===== src/design/ptt_ram.sv =====
// Generic single-write, single-read RAM with registered read data.
module ptt_ram #(
    parameter int WIDTH = 8,
    parameter int DEPTH = 32
) (
    input  logic                     i_clk,
    input  logic                     i_we,
    input  logic [$clog2(DEPTH)-1:0] i_waddr,
    input  logic [WIDTH-1:0]         i_wdata,
    input  logic                     i_re,
    input  logic [$clog2(DEPTH)-1:0] i_raddr,
    output logic [WIDTH-1:0]         o_rdata
);

    logic [WIDTH-1:0] r_mem [DEPTH];
    logic [WIDTH-1:0] r_rdata;

    always_ff @(posedge i_clk) begin
        if (i_we) begin
            r_mem[i_waddr] <= i_wdata;
        end
        if (i_re) begin
            r_rdata <= r_mem[i_raddr];
        end
    end

    assign o_rdata = r_rdata;

endmodule


===== config.mk =====
export PLATFORM = sky130hd
export DESIGN_NAME = ptt_ram
export DESIGN_NICKNAME = d
export VERILOG_FILES = /design/src/design/ptt_ram.sv
export SDC_FILE = /design/constraint.sdc
export NUM_CORES = 1
export LEC_CHECK = 0
export BUFFER_PORTS_ARGS = -buffer_cell sky130_fd_sc_hd__buf_2
export CAP_MARGIN = 20
export CORE_ASPECT_RATIO = 0.7
export CORE_MARGIN = 10
export CORE_UTILIZATION = 65
export DETAILED_ROUTE_END_ITERATION = 6
export GPL_ROUTABILITY_DRIVEN = 0
export GPL_TIMING_DRIVEN = 0
export PLACE_DENSITY = 0.93
export SLEW_MARGIN = 10
export SYNTH_ARGS = -nofsm -noshare
export SYNTH_HDL_FRONTEND = slang
export SYNTH_SLANG_ARGS = --single-unit

===== constraint.sdc =====
create_clock -name i_clk -period 7.9 [get_ports i_clk]
set_clock_uncertainty 0.2 [all_clocks]
set_input_delay 1.58 -clock i_clk [delete_from_list [all_inputs] [get_ports i_clk]]
set_output_delay 1.58 -clock i_clk [all_outputs]
set_load 0.02 [all_outputs]

==> summary.md, run 1 <==
| Metric | Value |
|---|---|
| Status | complete, no violations |
| Via Count | approximately 4.7k |
| Fin. Hold Viols | 0 |
| Die Height | between 100 and 150 um |
| Global-route wire length before repair | between 30 and 40 mm |
| Min-Delay Path Depth | 3 |
| First-iteration detailed-routing DRC count | roughly 730 |
| Clk root buf | clkbuf_16 |
| CP Data Required Time | 7.96 ns |
| Final wirelength | 21.2 mm |
| Clk Latency, worst-skew pair | 0.52 ns |
| Setup TNS | 0 ns |
| PwrDens | roughly 260 nW/um^2 |
| GR Overflow Total | 0 |
| Final Critical Period | 3.91 ns |
| Layout cell share with drive strength beyond 1 | 31.8% |
| R2R depth | 3 |
| Fmax | between 0.2 and 0.3 GHz |
| Maximum VDD drop | about 0.00029 V |
| PortBufs | 23 |
| Yosys top cell area share | between 70 and 80% |
| Crit path max fanout | 10 |
| Largest net degree at the start of global routing | 33 |
| Max-slew violation count | 0 |
| Biggest area consumer among synthesized cells | edfxtp_1 |
| Vias in the first global route | 4743 |
| Post-Place Setup Slack | ~3.5 ns |
| CORE AREA | 15400 sq um |
| Crit Path Category | input port to flip-flop |
| Final worst setup slack | between 3 and 4 ns |
| Final net count | 487 |
| Worst Tran Pin Value | roughly 0.97 ns |
| Total track usage | between 20% and 30% |
| Lkg Pwr | roughly 3.5 nW |
| Clock buffer depth | 3 |
| Core Rows | 38 |
| Reg2Reg Setup Slack | roughly 5.7 ns |
| H-Tree Depth | 1 |
| Post-synthesis sequential area ratio | 78.2% |
| Avg Inst Size Synth | around 24 sq um |
| Max_cap viols | 0 |
| DRT antenna net count | 0 |
| Distinct cell type count after synthesis | 14 |
| Yosys reg bits | between 200 and 300 |
| Die area | 21100 sq um |
| RSZ-0062 raised after global routing | false |
| Routed WL per cell | between 30 and 40 um |
| Net Count, Synth | about 440 |
| CP startpoint kind | input port |
| DR DRC count | 0 |
| Synth Instances | between 400 and 500 |
| Initial Util | between 60% and 70% |
| Syn Std Cell Area | roughly 10000 sq um |
| Clock Sink Count | 264 |
| I/O pin cnt | 29 |
| Post-CTS setup buffer count | 0 |
| Filler instances | roughly 850 |
| Critical Path AT | between 3 and 4 ns |
| Die W | 169 um |
| Fin crit share | about half |
| CTS tree | yes |
| Final setup violation count | 0 |
| Post-DP HPWL | about 13 mm |
| Setup crit end kind | flip-flop |
| Area Overhead vs Synth | 11.2% |
| Worst hold path type | flip-flop to flip-flop |
| Headroom to the max-slew limit | roughly a third |
| Number of synthesis warnings | 0 |
| Post-CTS sizing | 0 |
| Antenna violations before repair | 2 |
| 1st-pass router iterations | 5 |
| CTS buffer count | 24 |
| Clk slew on worst S/H paths | roughly 0.060 ns |
| Post-CTS Hold Buffers | 0 |
| Diode count | 0 |
| Drt via density | about 6.9 |
| Synth area leaders | edfxtp_1, mux4_2, nor2_1 |
synth_stat cells:
library cell  instances
nand2_1               1
buf_6                 1
buf_2                 1
mux2_2                8
clkbuf_1              6
buf_1                 6
nand3b_1              5
buf_4                 6
nand3_1               2
or3b_2                3
edfxtp_1            264
mux4_2               80
or3_1                 1
nor2_1               33
cell families after synthesis:
family / Yosys count / synth area share, %
multiplexers: 88 / 18.7
AND/OR/NAND/NOR: 45 / 2.05
flip-flops: 264 / 78.2
buffers and inverters: 20 / 1.05
routing by layer:
layer,GRT usage [%],wire (um)
met2,29.0,9820
met1,30.5,8200
met4,4.00,366
met5,0,0
met3,6.43,2850
per-stage QoR:
step	cells	hold WS, ns	cell area (sq um)	total power [mW]	utilization, %
global placement	640	0.765	10500	1.74	68.2
finish	681	0.803	11300	2.87	73.2
CTS	681	0.806	11300	2.88	73.2
detailed placement	640	0.790	10500	1.75	68.2
global route	681	0.840	11300	2.94	73.2
floorplan	417	0.741	10100	1.68	-
layout make-up:
cell class / count / area [sq um] / share of cell area, %
buffer: 20 / 106 / 0.944
clock inverter: 13 / 134 / 1.19
tap: 200 / 250 / 2.22
clock buffer: 28 / 637 / 5.65
sequential: 264 / 7930 / 70.3
timing repair buffer: 23 / 115 / 1.02
multi-input combinational: 133 / 2100 / 18.6
worst max-delay path, cell delays in order:
cell and delay, ns:
clkbuf_1 0.48, clkbuf_1 0.67, mux4_2 0.47, mux4_2 0.46, mux2_2 0.31
flip-flops by register name (all words and copies together) (netlist names):
signal   cells
r_mem      256
o_rdata      8
cells in the final DEF, fill, tap and decap left out, drive strengths merged:
cell type and instances:
or3 1, bufinv 3, edfxtp 264, clkinvlp 1, or3b 3, buf 37
mux2 8, nand3b 5, nand3 2, clkinv 9, nand2 1, clkbuf 34
mux4 80, nor2 33
worst paths after layout:
| kind | start | end |
|---|---|---|
| setup / recovery | i_raddr[2] | o_rdata[6] |
| hold / removal | r_mem[10][5] | o_rdata[5] |
| setup reg to reg | r_mem[5][6] | o_rdata[6] |
| hold reg to reg | r_mem[10][5] | o_rdata[5] |
report_power, final:
| part | internal [mW] | leakage [nW] | switching [mW] |
|---|---|---|---|
| sequential | 1.56 | 2.38 | 0.00549 |
| combinational | 0.0624 | 0.737 | 0.0883 |
| clock | 0.670 | 0.373 | 0.486 |
| total | 2.30 | 3.49 | 0.580 |
(Power assumes the default switching activity.)
==> run 2: changes to the inputs <==
--- a/config.mk
+++ b/config.mk
@@ -9,11 +9,11 @@
 export CAP_MARGIN = 20
 export CORE_ASPECT_RATIO = 0.7
 export CORE_MARGIN = 10
-export CORE_UTILIZATION = 65
+export CORE_UTILIZATION = 55
 export DETAILED_ROUTE_END_ITERATION = 6
 export GPL_ROUTABILITY_DRIVEN = 0
 export GPL_TIMING_DRIVEN = 0
-export PLACE_DENSITY = 0.93
+export PLACE_DENSITY = 0.85
 export SLEW_MARGIN = 10
 export SYNTH_ARGS = -nofsm -noshare
 export SYNTH_HDL_FRONTEND = slang
==> constraint.sdc (replaced) <==
create_clock -name i_clk -period 3.4 [get_ports i_clk]
set_clock_uncertainty 0.2 [all_clocks]
set_input_delay 0.68 -clock i_clk [delete_from_list [all_inputs] [get_ports i_clk]]
set_output_delay 0.68 -clock i_clk [all_outputs]
set_load 0.02 [all_outputs]
==> summary.md, run 2 (synthesized netlist as in run 1, its figures left out) <==
| Metric | Value |
|---|---|
| Area of the multi-input gates | 2100 sq um (unchanged) |
| Routed WL per cell | 30.2 um (-3.0%) |
| Final net count | 486 (-0.21%) |
| Global-route wire length before repair | 31.7 mm (+0.68%) |
| Clk root buf | clkbuf_16 |
| Setup crit end kind | flip-flop |
| 1st-pass router iterations | 5 (unchanged) |
| Maximum VDD drop | 0.000343 V (+19%) |
| Max_cap viols | 0 (unchanged) |
| Core Rows | 41 (+7.9%) |
| Total track usage | 17.6% (-2.7 points) |
| Die Height | 134 um (+7.3%) |
| PortBufs | 23 (unchanged) |
| FF+latch area | 7930 sq um (unchanged) |
| CTS tree | yes |
| Post-CTS Hold Buffers | 0 (unchanged) |
| Lkg Pwr | 3.44 nW (-1.4%) |
| Via Count | 4666 (-0.72%) |
| Area Overhead vs Synth | 10.6% |
| Post-DP HPWL | 13.9 mm (+3.8%) |
| Cells after DPL | 676 (+5.6%) |
| Initial Util | 56.1% (-9.7 points) |
| Die area | 24300 sq um (+16%) |
| Post-Place Setup Slack | -0.0657 ns (-3.54 ns) |
| Worst Tran Pin Value | 0.923 ns (-0.0518 ns) |
| CP startpoint kind | input port |
| Worst hold path type | input port to flip-flop |
| Crit path max fanout | 10 (unchanged) |
| Fmax | roughly 0.33 GHz |
| Diode count | 0 (unchanged) |
| Crit Path Category | input port to flip-flop |
| Final setup violation count | 0 (unchanged) |
| Worst hold start | i_re |
| Crit path from | i_raddr[2] |
| DRT antenna net count | 0 (unchanged) |
| GR Overflow Total | 0 (unchanged) |
| Power Total | 6.42 mW (+120%) |
| Largest net degree at the start of global routing | 33 (unchanged) |
| Max-slew violation count | 0 (unchanged) |
| CORE AREA | 18100 sq um (+17%) |
| CTS buffer count | 23 (-4.2%) |
| Fin cells | 714 (+4.8%) |
| Final Critical Period | approximately 3.0 ns |
| Final hold slack | 0.332 ns (-0.470 ns) |
| Critical Path AT | 3.07 ns (-0.91 ns) |
| Headroom to the max-slew limit | 38.2% (+3.5 points) |
| Post-CTS sizing | 0 (unchanged) |
| Fin util | 62.1% (-11 points) |
| Most flop-heavy register | r_mem |
| Clk Latency, worst-skew pair | 0.52 ns (about the same) |
| First-iteration detailed-routing DRC count | 644 (-11%) |
| Most frequent cells in the layout | edfxtp_1, mux4_2, nor2_1 |
| Die W | 182 um (+7.7%) |
| Clock Sink Count | 264 (unchanged) |
| Vias in the first global route | 4783 (+0.84%) |
| Final worst setup slack | 0.394 ns (-3.59 ns) |
| Final wirelength | 21.6 mm (+1.6%) |
| Filler instances | 1206 (+41%) |
| RSZ-0062 raised after global routing | false |
| Layout cell share with drive strength beyond 1 | 31.0% (-0.85 points) |
| Commonest non-fill, non-tap cell in the layout | edfxtp_1 |
| Post-CTS setup buffer count | 0 (unchanged) |
| R2R Path Start | r_mem[5][6] |
| H-Tree Depth | 1 (unchanged) |
| Clk slew on worst S/H paths | 0.07 ns (about the same) |
| Clock buffer depth | 3 (unchanged) |
| Antenna violations before repair | 0 (-2) |
| Status | complete, no violations |
| I/O pin cnt | 29 (unchanged) |
| Drt via density | 6.54 (-5.3%) |
| Fin. Hold Viols | 0 (unchanged) |
| PwrDens | 572 nW/um^2 (+120%) |
| Fin crit share | about nine tenths |
| Max reg flops | 256 (unchanged) |
| DR DRC count | 0 (unchanged) |
| CP Data Required Time | 3.46 ns (-4.50 ns) |
run 2: changes by cell type in the layout (fill, tap and decap cells not counted), sizes merged:
cell | previous run | this run
bufinv | 3 | 1
clkbuf | 34 | 35
clkinv | 9 | 7
clkinvlp | 1 | 0
inv | 0 | 1
run 2: final timing paths:
check                           depth (start not counted)         end  slack [ns]
worst max-delay path                                    5  o_rdata[6]        0.39
worst min-delay path                                    1  o_rdata[0]        0.33
worst max register to register                          3  o_rdata[6]        1.22
worst min register to register                          3  o_rdata[5]        0.81
run 2: report_power, final:
group	total (mW)	internal, mW	switching, mW
registers	3.64	3.63	0.0124
clock network	2.41	1.31	1.10
logic	0.358	0.145	0.213
run 2: metrics by stage:
step	cell area [sq um]	TNS [ns]
global route	11200	0
CTS	11200	0
finish	11200	0
floorplan	10100	0
global placement	10500	-0.0448
detailed placement	10500	-0.378
run 2: layout make-up:
class | instances | area share [%]
Clock buffer | 29 | 5.34
Sequential cell | 264 | 70.7
Multi-Input combinational cell | 133 | 18.7
Tap cell | 236 | 2.63
Timing Repair Buffer | 23 | 1.03
Clock inverter | 9 | 0.592
Buffer | 20 | 0.949
run 2: critical path: stages:
cell and delay, ns:
clkbuf_1 0.48, clkbuf_1 0.68, mux4_2 0.43, mux4_2 0.50
mux2_2 0.29
run 2: metal layers:
layer | global-route usage, % | up-vias | wire length [um]
met3 | 4.06 | 36 | 2050
met2 | 27.1 | 263 | 10200
met1 | 25.3 | 2488 | 8940
li1 | - | 1879 | -
met4 | 3.56 | 0 | 393
met5 | 0 | - | 0
