### src/design/ptt_pkg.sv
// Shared types, codes and helpers of the periodic task timer table.
package ptt_pkg;

    // Default table depth
    localparam int SLOTS_DEF = 32;

    // Action codes of a command word
    localparam logic [2:0] A_REGISTER = 3'd0;
    localparam logic [2:0] A_REMOVE   = 3'd1;
    localparam logic [2:0] A_CHANGE   = 3'd2;
    localparam logic [2:0] A_EXISTS   = 3'd3;
    localparam logic [2:0] A_TICK     = 3'd4;

    // Result kinds
    localparam logic [2:0] K_FIRED     = 3'd0;
    localparam logic [2:0] K_TICK_DONE = 3'd1;
    localparam logic [2:0] K_COUNT     = 3'd2;
    localparam logic [2:0] K_EXISTS    = 3'd3;
    localparam logic [2:0] K_REG_STAT  = 3'd4;

    // Mode flag bit positions
    localparam int M_REPEAT = 0;
    localparam int M_LOOP   = 1;
    localparam int M_START  = 2;
    localparam int M_END    = 3;

    // One second in time units, and the loop mode codes
    localparam logic [34:0] ONE_SEC   = 35'd256;
    localparam logic [1:0]  LOOP_CNT  = 2'b01;
    localparam logic [1:0]  LOOP_NONE = 2'b00;

    // Controller states
    typedef enum logic [2:0] {
        S_IDLE,
        S_PREP,
        S_REG,
        S_SCAN,
        S_DONE
    } t_state;

    // Command word
    typedef struct packed {
        logic [2:0]         action;
        logic [7:0]         owner;
        logic [15:0]        handler;
        logic signed [31:0] task_id;
        logic [31:0]        period;
        logic [3:0]         mode_flags;
        logic [14:0]        repeat_count;
        logic [31:0]        now;
        logic [15:0]        time_limit;
        logic [31:0]        time_base;
    } t_in_word;

    // Result word
    typedef struct packed {
        logic [2:0]         kind;
        logic [4:0]         slot;
        logic [15:0]        fired_handler;
        logic signed [31:0] fired_id;
        logic [5:0]         count;
        logic               flag;
        logic               last;
    } t_out_word;

    // One table entry as stored in the slot memory
    typedef struct packed {
        logic [7:0]         owner;
        logic [15:0]        handler;
        logic signed [31:0] task_id;
        logic [31:0]        period;
        logic [31:0]        next_time;
        logic [15:0]        repeats;
        logic [3:0]         mode;
    } t_entry;

    // Per-slot update decision
    typedef struct packed {
        logic   wr;     // write entry back
        logic   clr;    // free the slot
        logic   hit;    // counts toward the summary
        logic   fire;   // report a fired task
        t_entry entry;
    } t_eval;

    // Unsigned add that sticks at all ones
    function automatic logic [31:0] sat_add(input logic [31:0] a, input logic [31:0] b);
        logic [32:0] s;
        s = {1'b0, a} + {1'b0, b};
        return s[32] ? 32'hFFFF_FFFF : s[31:0];
    endfunction

endpackage

### src/design/ptt_slot_eval.sv
// Per-slot match, due test and entry update for one scanned table entry.
module ptt_slot_eval import ptt_pkg::*; (
    input  logic        i_used,
    input  t_entry      i_entry,
    input  t_in_word    i_cmd,
    input  logic [31:0] i_now_plus,
    input  logic [34:0] i_start_val,
    input  logic [34:0] i_end_val,
    output t_eval       o_eval
);

    logic        match;
    logic        due;
    logic        loop;
    logic        counting;
    logic [34:0] period_ext;
    logic [15:0] reps_dec;
    t_entry      upd;

    assign period_ext = {3'b000, i_entry.period};
    assign match      = i_used && (i_entry.task_id == i_cmd.task_id)
                        && (i_entry.owner == i_cmd.owner);
    assign loop       = i_entry.mode[M_LOOP:M_REPEAT] != LOOP_NONE;
    assign counting   = i_entry.mode[M_LOOP:M_REPEAT] == LOOP_CNT;
    assign reps_dec   = i_entry.repeats - 16'd1;

    // Due test, first mode that applies wins
    always_comb begin
        if (i_entry.mode[M_START]) begin
            due = $signed(i_start_val) >= $signed(period_ext);
        end else if (i_entry.mode[M_END]) begin
            due = (i_cmd.time_limit != 16'd0) && ($signed(i_end_val) <= $signed(period_ext));
        end else begin
            due = i_entry.next_time <= i_cmd.now;
        end
    end

    // Update decision by action
    always_comb begin
        upd    = i_entry;
        o_eval = '0;
        case (i_cmd.action)
            A_REMOVE: begin
                o_eval.hit = match;
                o_eval.clr = match;
            end
            A_CHANGE: begin
                upd.period    = i_cmd.period;
                upd.next_time = i_now_plus;
                o_eval.hit    = match;
                o_eval.wr     = match;
            end
            A_EXISTS: begin
                o_eval.hit = match;
            end
            A_TICK: begin
                if (i_used && due) begin
                    upd.next_time = sat_add(i_entry.next_time, i_entry.period);
                    if (counting && (i_entry.repeats == 16'd0)) begin
                        // exhausted counter: dropped silently
                        o_eval.clr = 1'b1;
                    end else begin
                        o_eval.fire = 1'b1;
                        o_eval.hit  = 1'b1;
                        if (!loop) begin
                            o_eval.clr = 1'b1;
                        end else if (counting) begin
                            upd.repeats = reps_dec;
                            if (reps_dec == 16'd0) begin
                                o_eval.clr = 1'b1;
                            end else begin
                                o_eval.wr = 1'b1;
                            end
                        end else begin
                            o_eval.wr = 1'b1;
                        end
                    end
                end
            end
            default: begin
                o_eval.hit = 1'b0;
            end
        endcase
        o_eval.entry = upd;
    end

endmodule

### config.mk
export PLATFORM = sky130hd
export DESIGN_NAME = ptt_slot_eval
export DESIGN_NICKNAME = d
export VERILOG_FILES = /design/src/design/ptt_pkg.sv /design/src/design/ptt_slot_eval.sv
export SDC_FILE = /design/constraint.sdc
export NUM_CORES = 1
export LEC_CHECK = 0
export BUFFER_PORTS_ARGS = -buffer_cell sky130_fd_sc_hd__buf_4
export CELL_PAD_IN_SITES_DETAIL_PLACEMENT = 1
export CELL_PAD_IN_SITES_GLOBAL_PLACEMENT = 1
export CORE_AREA = 8 8 216 218
export DETAILED_ROUTE_END_ITERATION = 7
export DIE_AREA = 0 0 224 226
export PLACE_DENSITY_LB_ADDON = 0.1
export SYNTH_ARGS = -nofsm -noshare
export SYNTH_HDL_FRONTEND = slang
export SYNTH_SLANG_ARGS = --single-unit
### constraint.sdc
create_clock -name vclk -period 3.95
set_clock_uncertainty 0.1 [all_clocks]
set_input_delay 0.5925 -clock vclk [all_inputs]
set_output_delay 0.5925 -clock vclk [all_outputs]
set_load 0.02 [all_outputs]
==> reports/results.tsv, run 1 <==
metric	value	unit
area share of the largest cell type after synthesis	24.67	%
maximum number of pins on one net before global-route repair	55	
Synthesized Nets	1546	
relative slew slack	45.78	%
CP Buf/Inv Count	6	
netlist area before placement	0.006644	mm²
number of warnings printed during yosys synthesis	0	
sequential fraction of the synthesis area	0	%
classification of the worst setup path	in2out	
design internal power	0.0008673	W
critical path peak fanout	7	
final count of negative-setup-slack endpoints	52	
number of antenna-violating nets in the routed design	0	
data arrival time at the worst-slack endpoint	3.60	ns
worst min-delay path endpoint	o_eval[118]	
drt first pass iters	4	
average wire per cell in the routed design	21.28	µm
Top delay family on crit path	simple AND/OR/NAND/NOR gates	
Critical Path End Type	output port	
Max Transition Viols Final	0	
antenna violations before repair	1	
violations in the final reports	negative setup slack	
floorplan die area	0.05062	mm²
worst min-delay path startpoint	i_entry[118]	
share of post-route cells with drive strength above 1	51.15	%
switching share of total power	49.33	%
die height	226	µm
type of the tightest min-delay check	in2out	
via count of the first global-routing pass	10740	
post-layout instance count excluding filler cells	2197	
synthesized netlist cell count	981	
Filler Cells Inserted	5339	
top cells by area in the synthesized netlist	sky130_fd_sc_hd__ha_1 25%, sky130_fd_sc_hd__buf_4 6.8%, sky130_fd_sc_hd__a21oi_1 6.6%	
number of cells on the worst hold path	0	
final core utilization	30.37	%
synth unique cells	61	
worst-case setup slack after placement	-0.6285	ns
final critical-path setup slack	-0.3425	ns
Placeable Area	0.04345	mm²
number of ports placed on the die boundary	577	
combinational cell fraction of total power	100.0	%
average via count per standard cell	4.366	
DIE WIDTH	224	µm
power density cells	129.7	mW/mm²
Reg area	0	µm²
Layout Area Growth over Synthesis	98.64	%
Mean Syn Cell Area	6.773	µm²
cell repeated most along the worst path	sky130_fd_sc_hd__buf_6	
worst stage delay on the critical path	0.55	ns
ordered list of cells on the worst path	buf_4, inv_2, ha_1, nand2_4, or4_4, nor4_4, a211oi_2, a311oi_4, buf_6, o31ai_4, buf_12, bufbuf_16, o2bb2ai_2, a21oi_2, buf_6	
Final Wtd Congestion	0.8210	
minimum clock period after layout	4.292	ns
initial core utilization	15.29	%
post-synthesis cell type with the largest combined area	sky130_fd_sc_hd__ha_1	
reported net switching power	0.0008442	W
power share of the clock group	0	%
Cell Rows	77	
number of clock-tree buffers in the layout	0	
global-route wire length before repair	67.09	mm
data required time of the worst path	3.26	ns
status	finished with violations	
leakage power figure	6.540	nW
total routing usage reported by global routing	17.36	%
total wire length after detailed routing	46.74	mm
slowest library cell on the worst path	sky130_fd_sc_hd__or4_4	
remaining routing DRC violations	0	
Final Cycle Share	108.7	%
count of final hold-check violations	0	
max-cap viol count	0	
routed via count	9592	
detailed placer's ending HPWL	41.97	mm
Slew @ Worst Pin	0.8113	ns
number of DRC markers in iteration 0	244	
worst voltage drop across the vdd grid	37.86	µV
Diodes inserted	0	
fraction of power consumed by sequential logic	0	%
global route overflow	0	
category of the worst setup path launch point	input pin	
number of port buffers	478	
Net count, final	2172	
sequential cell count of the final layout	0	
maximum clock frequency	233.0	MHz
setup repair after global routing missed its margin	yes	
Inst Count DP	2180	
[worst max-delay path by stage]
stage          depth (start not counted)          to         from  slack, ns
2_1_floorplan                         11  o_eval[26]  i_entry[78]      0.005
3_3_place_gp                          14  o_eval[26]  i_entry[78]      -0.71
3_5_place_dp                          13  o_eval[26]  i_entry[69]      -0.63
4_1_cts                               15  o_eval[22]  i_entry[71]      -0.42
5_1_grt                               16  o_eval[22]  i_entry[70]      -0.52
6_report                              15  o_eval[28]  i_entry[72]      -0.34
[cell families after synthesis]
| group | share of synthesized area [%] |
|---|---|
| muxes | 0.9040 |
| adders and majority gates | 24.97 |
| and+or+nand+nor | 23.80 |
| xor gates and xnor gates | 10.02 |
| AOI/OAI and AO/OA | 27.29 |
| buffers and inverters | 13.01 |
[synthesized netlist by cell type, types with 14 or more instances]
cell,count
sky130_fd_sc_hd__ha_1,131
sky130_fd_sc_hd__xnor2_1,45
sky130_fd_sc_hd__nor4_1,14
sky130_fd_sc_hd__nor2_1,72
sky130_fd_sc_hd__a21oi_1,88
sky130_fd_sc_hd__o21ai_0,73
sky130_fd_sc_hd__nor3_1,21
sky130_fd_sc_hd__xor2_1,31
sky130_fd_sc_hd__clkbuf_1,25
sky130_fd_sc_hd__nand4_1,25
sky130_fd_sc_hd__buf_4,60
sky130_fd_sc_hd__inv_1,81
sky130_fd_sc_hd__nand3_1,19
sky130_fd_sc_hd__nand2_1,92
sky130_fd_sc_hd__o2bb2ai_1,14
sky130_fd_sc_hd__a21o_1,14
sky130_fd_sc_hd__a211oi_1,21
[layout make-up]
| class | count | area (µm²) | area share, % |
|---|---|---|---|
| Inverter | 81 | 316.6 | 2.399 |
| Tap cell | 592 | 740.7 | 5.612 |
| Multi-Input combinational cell | 814 | 6499 | 49.24 |
| Timing Repair Buffer | 710 | 5642 | 42.75 |
[power by group through the flow]
stage,combinational (W),clock (W),sequential [W]
after floorplan,0.000731,0,0
after global placement,0.00159,0,0
final,0.00171,0,0
after CTS,0.00170,0,0
after detailed placement,0.00160,0,0
after global routing,0.00188,0,0
[repair_timing]
action,4_1_cts,5_1_grt
endpoints found under the hold margin,0,0
resized for setup,122,72
hold buffers,0,0
cloned,4,0
setup endpoints to repair,52,52
pin swaps,33,28
setup buffers,10,6
[stage by stage]
| stage | cell area (µm²) | hold WS (ns) | TNS, ns | power, W |
|---|---|---|---|---|
| CTS | 12870 | 1.085 | -17.03 | 0.001697 |
| global route | 13200 | 1.085 | -21.93 | 0.001876 |
| global placement | 12100 | 1.085 | -27.82 | 0.001586 |
| finish | 13200 | 1.085 | -12.91 | 0.001711 |
| detailed placement | 12100 | 1.085 | -25.85 | 0.001602 |
| floorplan | 6644 | 1.198 | 0 | 0.0007314 |
[per-layer routing]
layer  global-route usage [%]  share of wire, %
met2                    33.94                53
met3                    3.909               6.1
met1                    19.56                40
met4                    1.317              0.78
met5                        0             0.026
[cells in the final DEF, fill, tap and decap left out, drive strengths merged, types with 13 or more instances in the layout]
cell	instances
buf	709
ha	131
nand2	92
a21oi	88
inv	79
o21ai	73
nor2	72
xnor2	45
xor2	31
nand4	25
nor3	21
a211oi	21
nand3	19
nor4	19
a21o	14
o2bb2ai	14
o211ai	13
Note: power is estimated with default switching activity, not from simulation.
==> run 2: changes to the inputs <==
--- a/config.mk
+++ b/config.mk
@@ -8,10 +8,11 @@
 export BUFFER_PORTS_ARGS = -buffer_cell sky130_fd_sc_hd__buf_4
 export CELL_PAD_IN_SITES_DETAIL_PLACEMENT = 1
 export CELL_PAD_IN_SITES_GLOBAL_PLACEMENT = 1
-export CORE_AREA = 8 8 216 218
+export CORE_AREA = 5 5 219 221
 export DETAILED_ROUTE_END_ITERATION = 7
 export DIE_AREA = 0 0 224 226
 export PLACE_DENSITY_LB_ADDON = 0.1
+export REMOVE_ABC_BUFFERS = 1
 export SYNTH_ARGS = -nofsm -noshare
 export SYNTH_HDL_FRONTEND = slang
 export SYNTH_SLANG_ARGS = --single-unit
==> run 2 against run 1 <==
  * The run still ends with negative setup slack left
  * Critical endpoint is now o_eval[48]
  * Global-route usage down 0.79 points
  * Die area is the same
  * Power decreased by 3.2%
  * Combinational power down 3%
  * Highest routed layer unchanged
  * Worst setup slack better by 0.077 ns
  * Via count down 0.49%
  * Cell count is 0.86% higher
==> reports/results.tsv, run 2 (synthesis gave the netlist of run 1 again) <==
metric	value	unit
status	finished with violations	
setup repair after global routing missed its margin	yes	
average wire per cell in the routed design	20.51	µm
crit path launch	i_entry[61]	
data required time of the worst path	3.26	ns
average via count per standard cell	4.307	
share of post-route cells with drive strength above 1	50.50	%
Net count, final	2175	
Levels on crit path	15	
Inst Count DP	2192	
worst setup path end	o_eval[48]	
reported net switching power	0.0007990	W
power share of the clock group	0	%
antenna violations before repair	6	
count of final hold-check violations	0	
violations in the final reports	negative setup slack	
number of ports placed on the die boundary	577	
relative slew slack	43.48	%
switching share of total power	48.25	%
CP Buf/Inv Count	6	
Cell Rows	79	
global route overflow	0	
final critical-path setup slack	-0.2655	ns
type of the tightest min-delay check	in2out	
Final Wtd Congestion	0.8355	
fraction of power consumed by sequential logic	0	%
Slew @ Worst Pin	0.8457	ns
worst voltage drop across the vdd grid	51.81	µV
global-route wire length before repair	64.44	mm
Placeable Area	0.04596	mm²
top library cells by usage in the layout, fill and taps aside	674 x sky130_fd_sc_hd__buf_4, 112 x sky130_fd_sc_hd__ha_1, 89 x sky130_fd_sc_hd__nand2_1	
initial core utilization	14.45	%
total wire length after detailed routing	45.44	mm
maximum number of pins on one net before global-route repair	41	
critical path peak fanout	20	
power density cells	126.2	mW/mm²
leading cell type in the layout, fill and taps excluded	sky130_fd_sc_hd__buf_4	
worst stage delay on the critical path	0.46	ns
combinational cell fraction of total power	100.0	%
leakage power figure	6.486	nW
number of antenna-violating nets in the routed design	0	
number of cells on the worst hold path	0	
drt first pass iters	4	
minimum clock period after layout	4.215	ns
routed via count	9545	
remaining routing DRC violations	0	
detailed placer's ending HPWL	41.03	mm
post-layout instance count excluding filler cells	2216	
total routing usage reported by global routing	16.57	%
final count of negative-setup-slack endpoints	52	
Total Negative Setup Slacks	-8.465	ns
classification of the worst setup path	in2out	
Max Transition Viols Final	0	
category of the worst setup path launch point	input pin	
die height	226	µm
Critical Path End Type	output port	
sequential cell count of the final layout	0	
number of port buffers	478	
data arrival time at the worst-slack endpoint	3.52	ns
Final Cycle Share	106.7	%
number of DRC markers in iteration 0	207	
via count of the first global-routing pass	10570	
Layout Area Growth over Synthesis	97.48	%
number of clock-tree buffers in the layout	0	
floorplan die area	0.05062	mm²
max-cap viol count	0	
Reg area	0	µm²
slowest library cell on the worst path	sky130_fd_sc_hd__a2111o_1	
DIE WIDTH	224	µm
ordered list of cells on the worst path	buf_4, inv_1, ha_1, nand4_1, a211oi_2, a2111o_1, a211oi_2, a211oi_2, buf_4, o31ai_4, buf_12, buf_12, nor3_2, a211oi_1, buf_4	
maximum clock frequency	237.2	MHz
design internal power	0.0008569	W
Top delay family on crit path	compound AO/OA/AOI/OAI gates	
[run 2: final cells by class]
| type | count | area [µm²] |
|---|---|---|
| fillers | 5683 | 32840 |
| diodes | 1 | 2.502 |
| repair buffers | 714 | 5615 |
| well taps | 607 | 759.5 |
| inverters | 81 | 331.6 |
| multi-input cells | 813 | 6411 |
[run 2: layer usage]
layer  part of all wire (%)  vias to the layer above  GRT usage [%]
met5                   0.44                        -          1.803
li1                       -                     4781              -
met1                     40                     4438          18.88
met3                    7.2                       22          4.758
met4                   0.73                       10         0.9486
met2                     52                      294          31.82
[run 2: how the worst min path moves through the flow]
stage / startpoint / endpoint / slack (ns)
2_1_floorplan: i_entry[0] / o_eval[0] / 1.09
5_1_grt: i_entry[117] / o_eval[117] / 1.09
3_5_place_dp: i_entry[129] / o_eval[129] / 1.09
3_3_place_gp: i_entry[129] / o_eval[129] / 1.09
6_report: i_entry[129] / o_eval[129] / 1.09
4_1_cts: i_entry[129] / o_eval[129] / 1.09
[run 2: power groups by stage]
stage | clock [W] | combinational [W] | sequential (W)
2_1_floorplan | 0 | 0.000637 | 0
3_3_place_gp | 0 | 0.00157 | 0
3_5_place_dp | 0 | 0.00158 | 0
4_1_cts | 0 | 0.00167 | 0
5_1_grt | 0.0000000000339 | 0.00182 | 0
6_report | 0.0000000000339 | 0.00166 | 0
[run 2: repair_timing]
action,4_1_cts,5_1_grt
setup endpoints to repair,52,52
gates resized for setup,133,22
hold buffers,0,0
pin swaps,38,23
gates cloned,2,0
buffers inserted,17,5
[run 2: through the flow]
step | hold slack (ns) | area [µm²] | power, W | utilization (%) | worst slack (ns)
after detailed placement | 1.085 | 12120 | 0.001585 | 26.36 | -0.5318
after global placement | 1.085 | 12120 | 0.001570 | 26.36 | -0.4983
after global routing | 1.085 | 13120 | 0.001820 | 28.54 | -0.4177
after floorplan | 1.085 | 6083 | 0.0006375 | - | -2.047
after CTS | 1.085 | 12930 | 0.001672 | 28.12 | -0.3119
final | 1.085 | 13120 | 0.001656 | 28.54 | -0.2655
==> run 3: changes to the inputs <==
--- a/config.mk
+++ b/config.mk
@@ -5,7 +5,7 @@
 export SDC_FILE = /design/constraint.sdc
 export NUM_CORES = 1
 export LEC_CHECK = 0
-export BUFFER_PORTS_ARGS = -buffer_cell sky130_fd_sc_hd__buf_4
+export BUFFER_PORTS_ARGS = -buffer_cell sky130_fd_sc_hd__buf_2
 export CELL_PAD_IN_SITES_DETAIL_PLACEMENT = 1
 export CELL_PAD_IN_SITES_GLOBAL_PLACEMENT = 1
 export CORE_AREA = 5 5 219 221
==> constraint.sdc (replaced) <==
create_clock -name vclk -period 3.95
set_clock_uncertainty 0.1 [all_clocks]
set_input_delay 0.5925 -clock vclk [all_inputs]
set_output_delay 0.5925 -clock vclk [all_outputs]
set_load 0.005 [all_outputs]
==> run 3 against run 2 <==
  * The run still ends with negative setup slack left
  * Wire length fell by 2.0%
  * Core utilization fell by 3.0 points
  * Worst hold slack barely moved
  * First-iteration DRC count shrank 13%
  * Worst setup slack improved by 0.022 ns
  * Fmax grew 0.52%
  * Cell count is 0.68% lower
  * Via count is 1.4% lower
  * Sequential share of layout area unchanged
  * Largest power group unchanged
  * Critical path depth increased by 1
  * Sequential cell count unchanged
  * Non-clock buffer count decreased by 19
==> reports/results.tsv, run 3 (synthesis gave the netlist of run 1 again) <==
metric	value	unit
drt first pass iters	4	
total routing usage reported by global routing	16.29	%
leakage power figure	5.944	nW
Filler Cells Inserted	5760	
remaining routing DRC violations	0	
design internal power	0.0006896	W
final count of negative-setup-slack endpoints	52	
Inst Count DP	2181	
Net count, final	2156	
average via count per standard cell	4.278	
global-route wire length before repair	63.51	mm
floorplan die area	0.05062	mm²
maximum clock frequency	238.5	MHz
Top delay family on crit path	buffers and inverters	
classification of the worst setup path	in2out	
share of post-route cells with drive strength above 1	50.53	%
detailed placer's ending HPWL	40.31	mm
sequential cell count of the final layout	0	
setup repair after global routing missed its margin	yes	
relative slew slack	51.06	%
fraction of power consumed by sequential logic	0	%
number of ports placed on the die boundary	577	
antenna violations before repair	17	
CP Buf/Inv Count	7	
final critical-path setup slack	-0.2436	ns
Critical Path End Type	output port	
die height	226	µm
power share of the clock group	0	%
minimum clock period after layout	4.194	ns
type of the tightest min-delay check	in2out	
Cell Rows	79	
Final Hold Slack	1.085	ns
routed via count	9415	
combinational cell fraction of total power	100.0	%
number of DRC markers in iteration 0	180	
average wire per cell in the routed design	20.24	µm
initial core utilization	14.45	%
data arrival time at the worst-slack endpoint	3.50	ns
reported net switching power	0.0006972	W
number of antenna-violating nets in the routed design	0	
worst stage delay on the critical path	0.43	ns
Max Transition Viols Final	0	
Slew @ Worst Pin	0.7324	ns
post-layout instance count excluding filler cells	2201	
global route overflow	0	
number of hold-repair buffers added at the cts stage	0	
number of port buffers	478	
leading cell type in the layout, fill and taps excluded	sky130_fd_sc_hd__buf_2	
ordered list of cells on the worst path	buf_2, clkinvlp_4, ha_4, nand4_1, or3_4, nor4_4, nor2_1, a311oi_2, buf_4, o31ai_4, buf_12, buf_12, buf_6, o2bb2ai_4, a21oi_2, buf_2	
violations in the final reports	negative setup slack	
Placeable Area	0.04596	mm²
power density cells	118.1	mW/mm²
data required time of the worst path	3.26	ns
count of final hold-check violations	0	
Final Cycle Share	106.2	%
slowest library cell on the worst path	sky130_fd_sc_hd__or3_4	
switching share of total power	50.27	%
via count of the first global-routing pass	10430	
category of the worst setup path launch point	input pin	
status	finished with violations	
Final Wtd Congestion	0.8334	
Layout Area Growth over Synthesis	76.80	%
Reg area	0	µm²
maximum number of pins on one net before global-route repair	38	
number of clock-tree buffers in the layout	0	
max-cap viol count	0	
worst voltage drop across the vdd grid	34.80	µV
top library cells by usage in the layout, fill and taps aside	462 x sky130_fd_sc_hd__buf_2, 203 x sky130_fd_sc_hd__buf_4, 117 x sky130_fd_sc_hd__ha_1	
DIE WIDTH	224	µm
critical path peak fanout	5	
total wire length after detailed routing	44.54	mm
run 3: power by group through the flow:
| stage | sequential, W | combinational, W | clock, W |
|---|---|---|---|
| after floorplan | 0 | 0.000563 | 0 |
| after CTS | 0 | 0.00138 | 0 |
| after global placement | 0 | 0.00130 | 0 |
| after detailed placement | 0 | 0.00131 | 0 |
| final | 0 | 0.00139 | 0.000000000169 |
| after global routing | 0 | 0.00155 | 0.000000000102 |
run 3: metal layers:
layer | track usage (%) | share of wire, % | up-vias
met2 | 31.32 | 52 | 296
met1 | 19.11 | 41 | 4314
li1 | - | - | 4747
met4 | 0.5138 | 0.66 | 20
met5 | 1.803 | 0.52 | -
met3 | 4.004 | 6.6 | 38
run 3: per-stage QoR:
| stage | worst slack (ns) | TNS [ns] | utilization, % | cell area [µm²] | total power, W |
|---|---|---|---|---|---|
| 6_report | -0.2436 | -7.826 | 25.56 | 11750 | 0.001387 |
| 5_1_grt | -0.3561 | -14.55 | 25.55 | 11740 | 0.001549 |
| 4_1_cts | -0.2481 | -8.141 | 24.77 | 11390 | 0.001377 |
| 3_5_place_dp | -0.7015 | -27.65 | 23.55 | 10830 | 0.001311 |
| 3_3_place_gp | -0.5992 | -23.08 | 23.55 | 10830 | 0.001300 |
| 2_1_floorplan | -1.718 | -63.15 | - | 6083 | 0.0005635 |
run 3: path summary, 6_finish.rpt:
path / startpoint / slack [ns] / cells after the start / endpoint
worst max-delay path: i_entry[58] / -0.24 / 16 / o_eval[25]
worst min-delay path: i_entry[129] / 1.09 / 0 / o_eval[129]
run 3: cell type report:
type | instances | area (µm²) | share of cell area, %
Multi-Input combinational cell | 813 | 6406 | 54.54
Timing Repair Buffer | 695 | 4257 | 36.24
Tap cell | 607 | 759.5 | 6.466
Inverter | 81 | 311.5 | 2.652
Antenna cell | 5 | 12.51 | 0.1065
run 3: what timing repair did:
| action | 4_1_cts | 5_1_grt |
|---|---|---|
| pin swaps | 36 | 36 |
| resized for setup | 93 | 68 |
| cloned | 1 | 1 |
| endpoints found under the setup margin | 52 | 52 |
| buffers inserted | 15 | 2 |
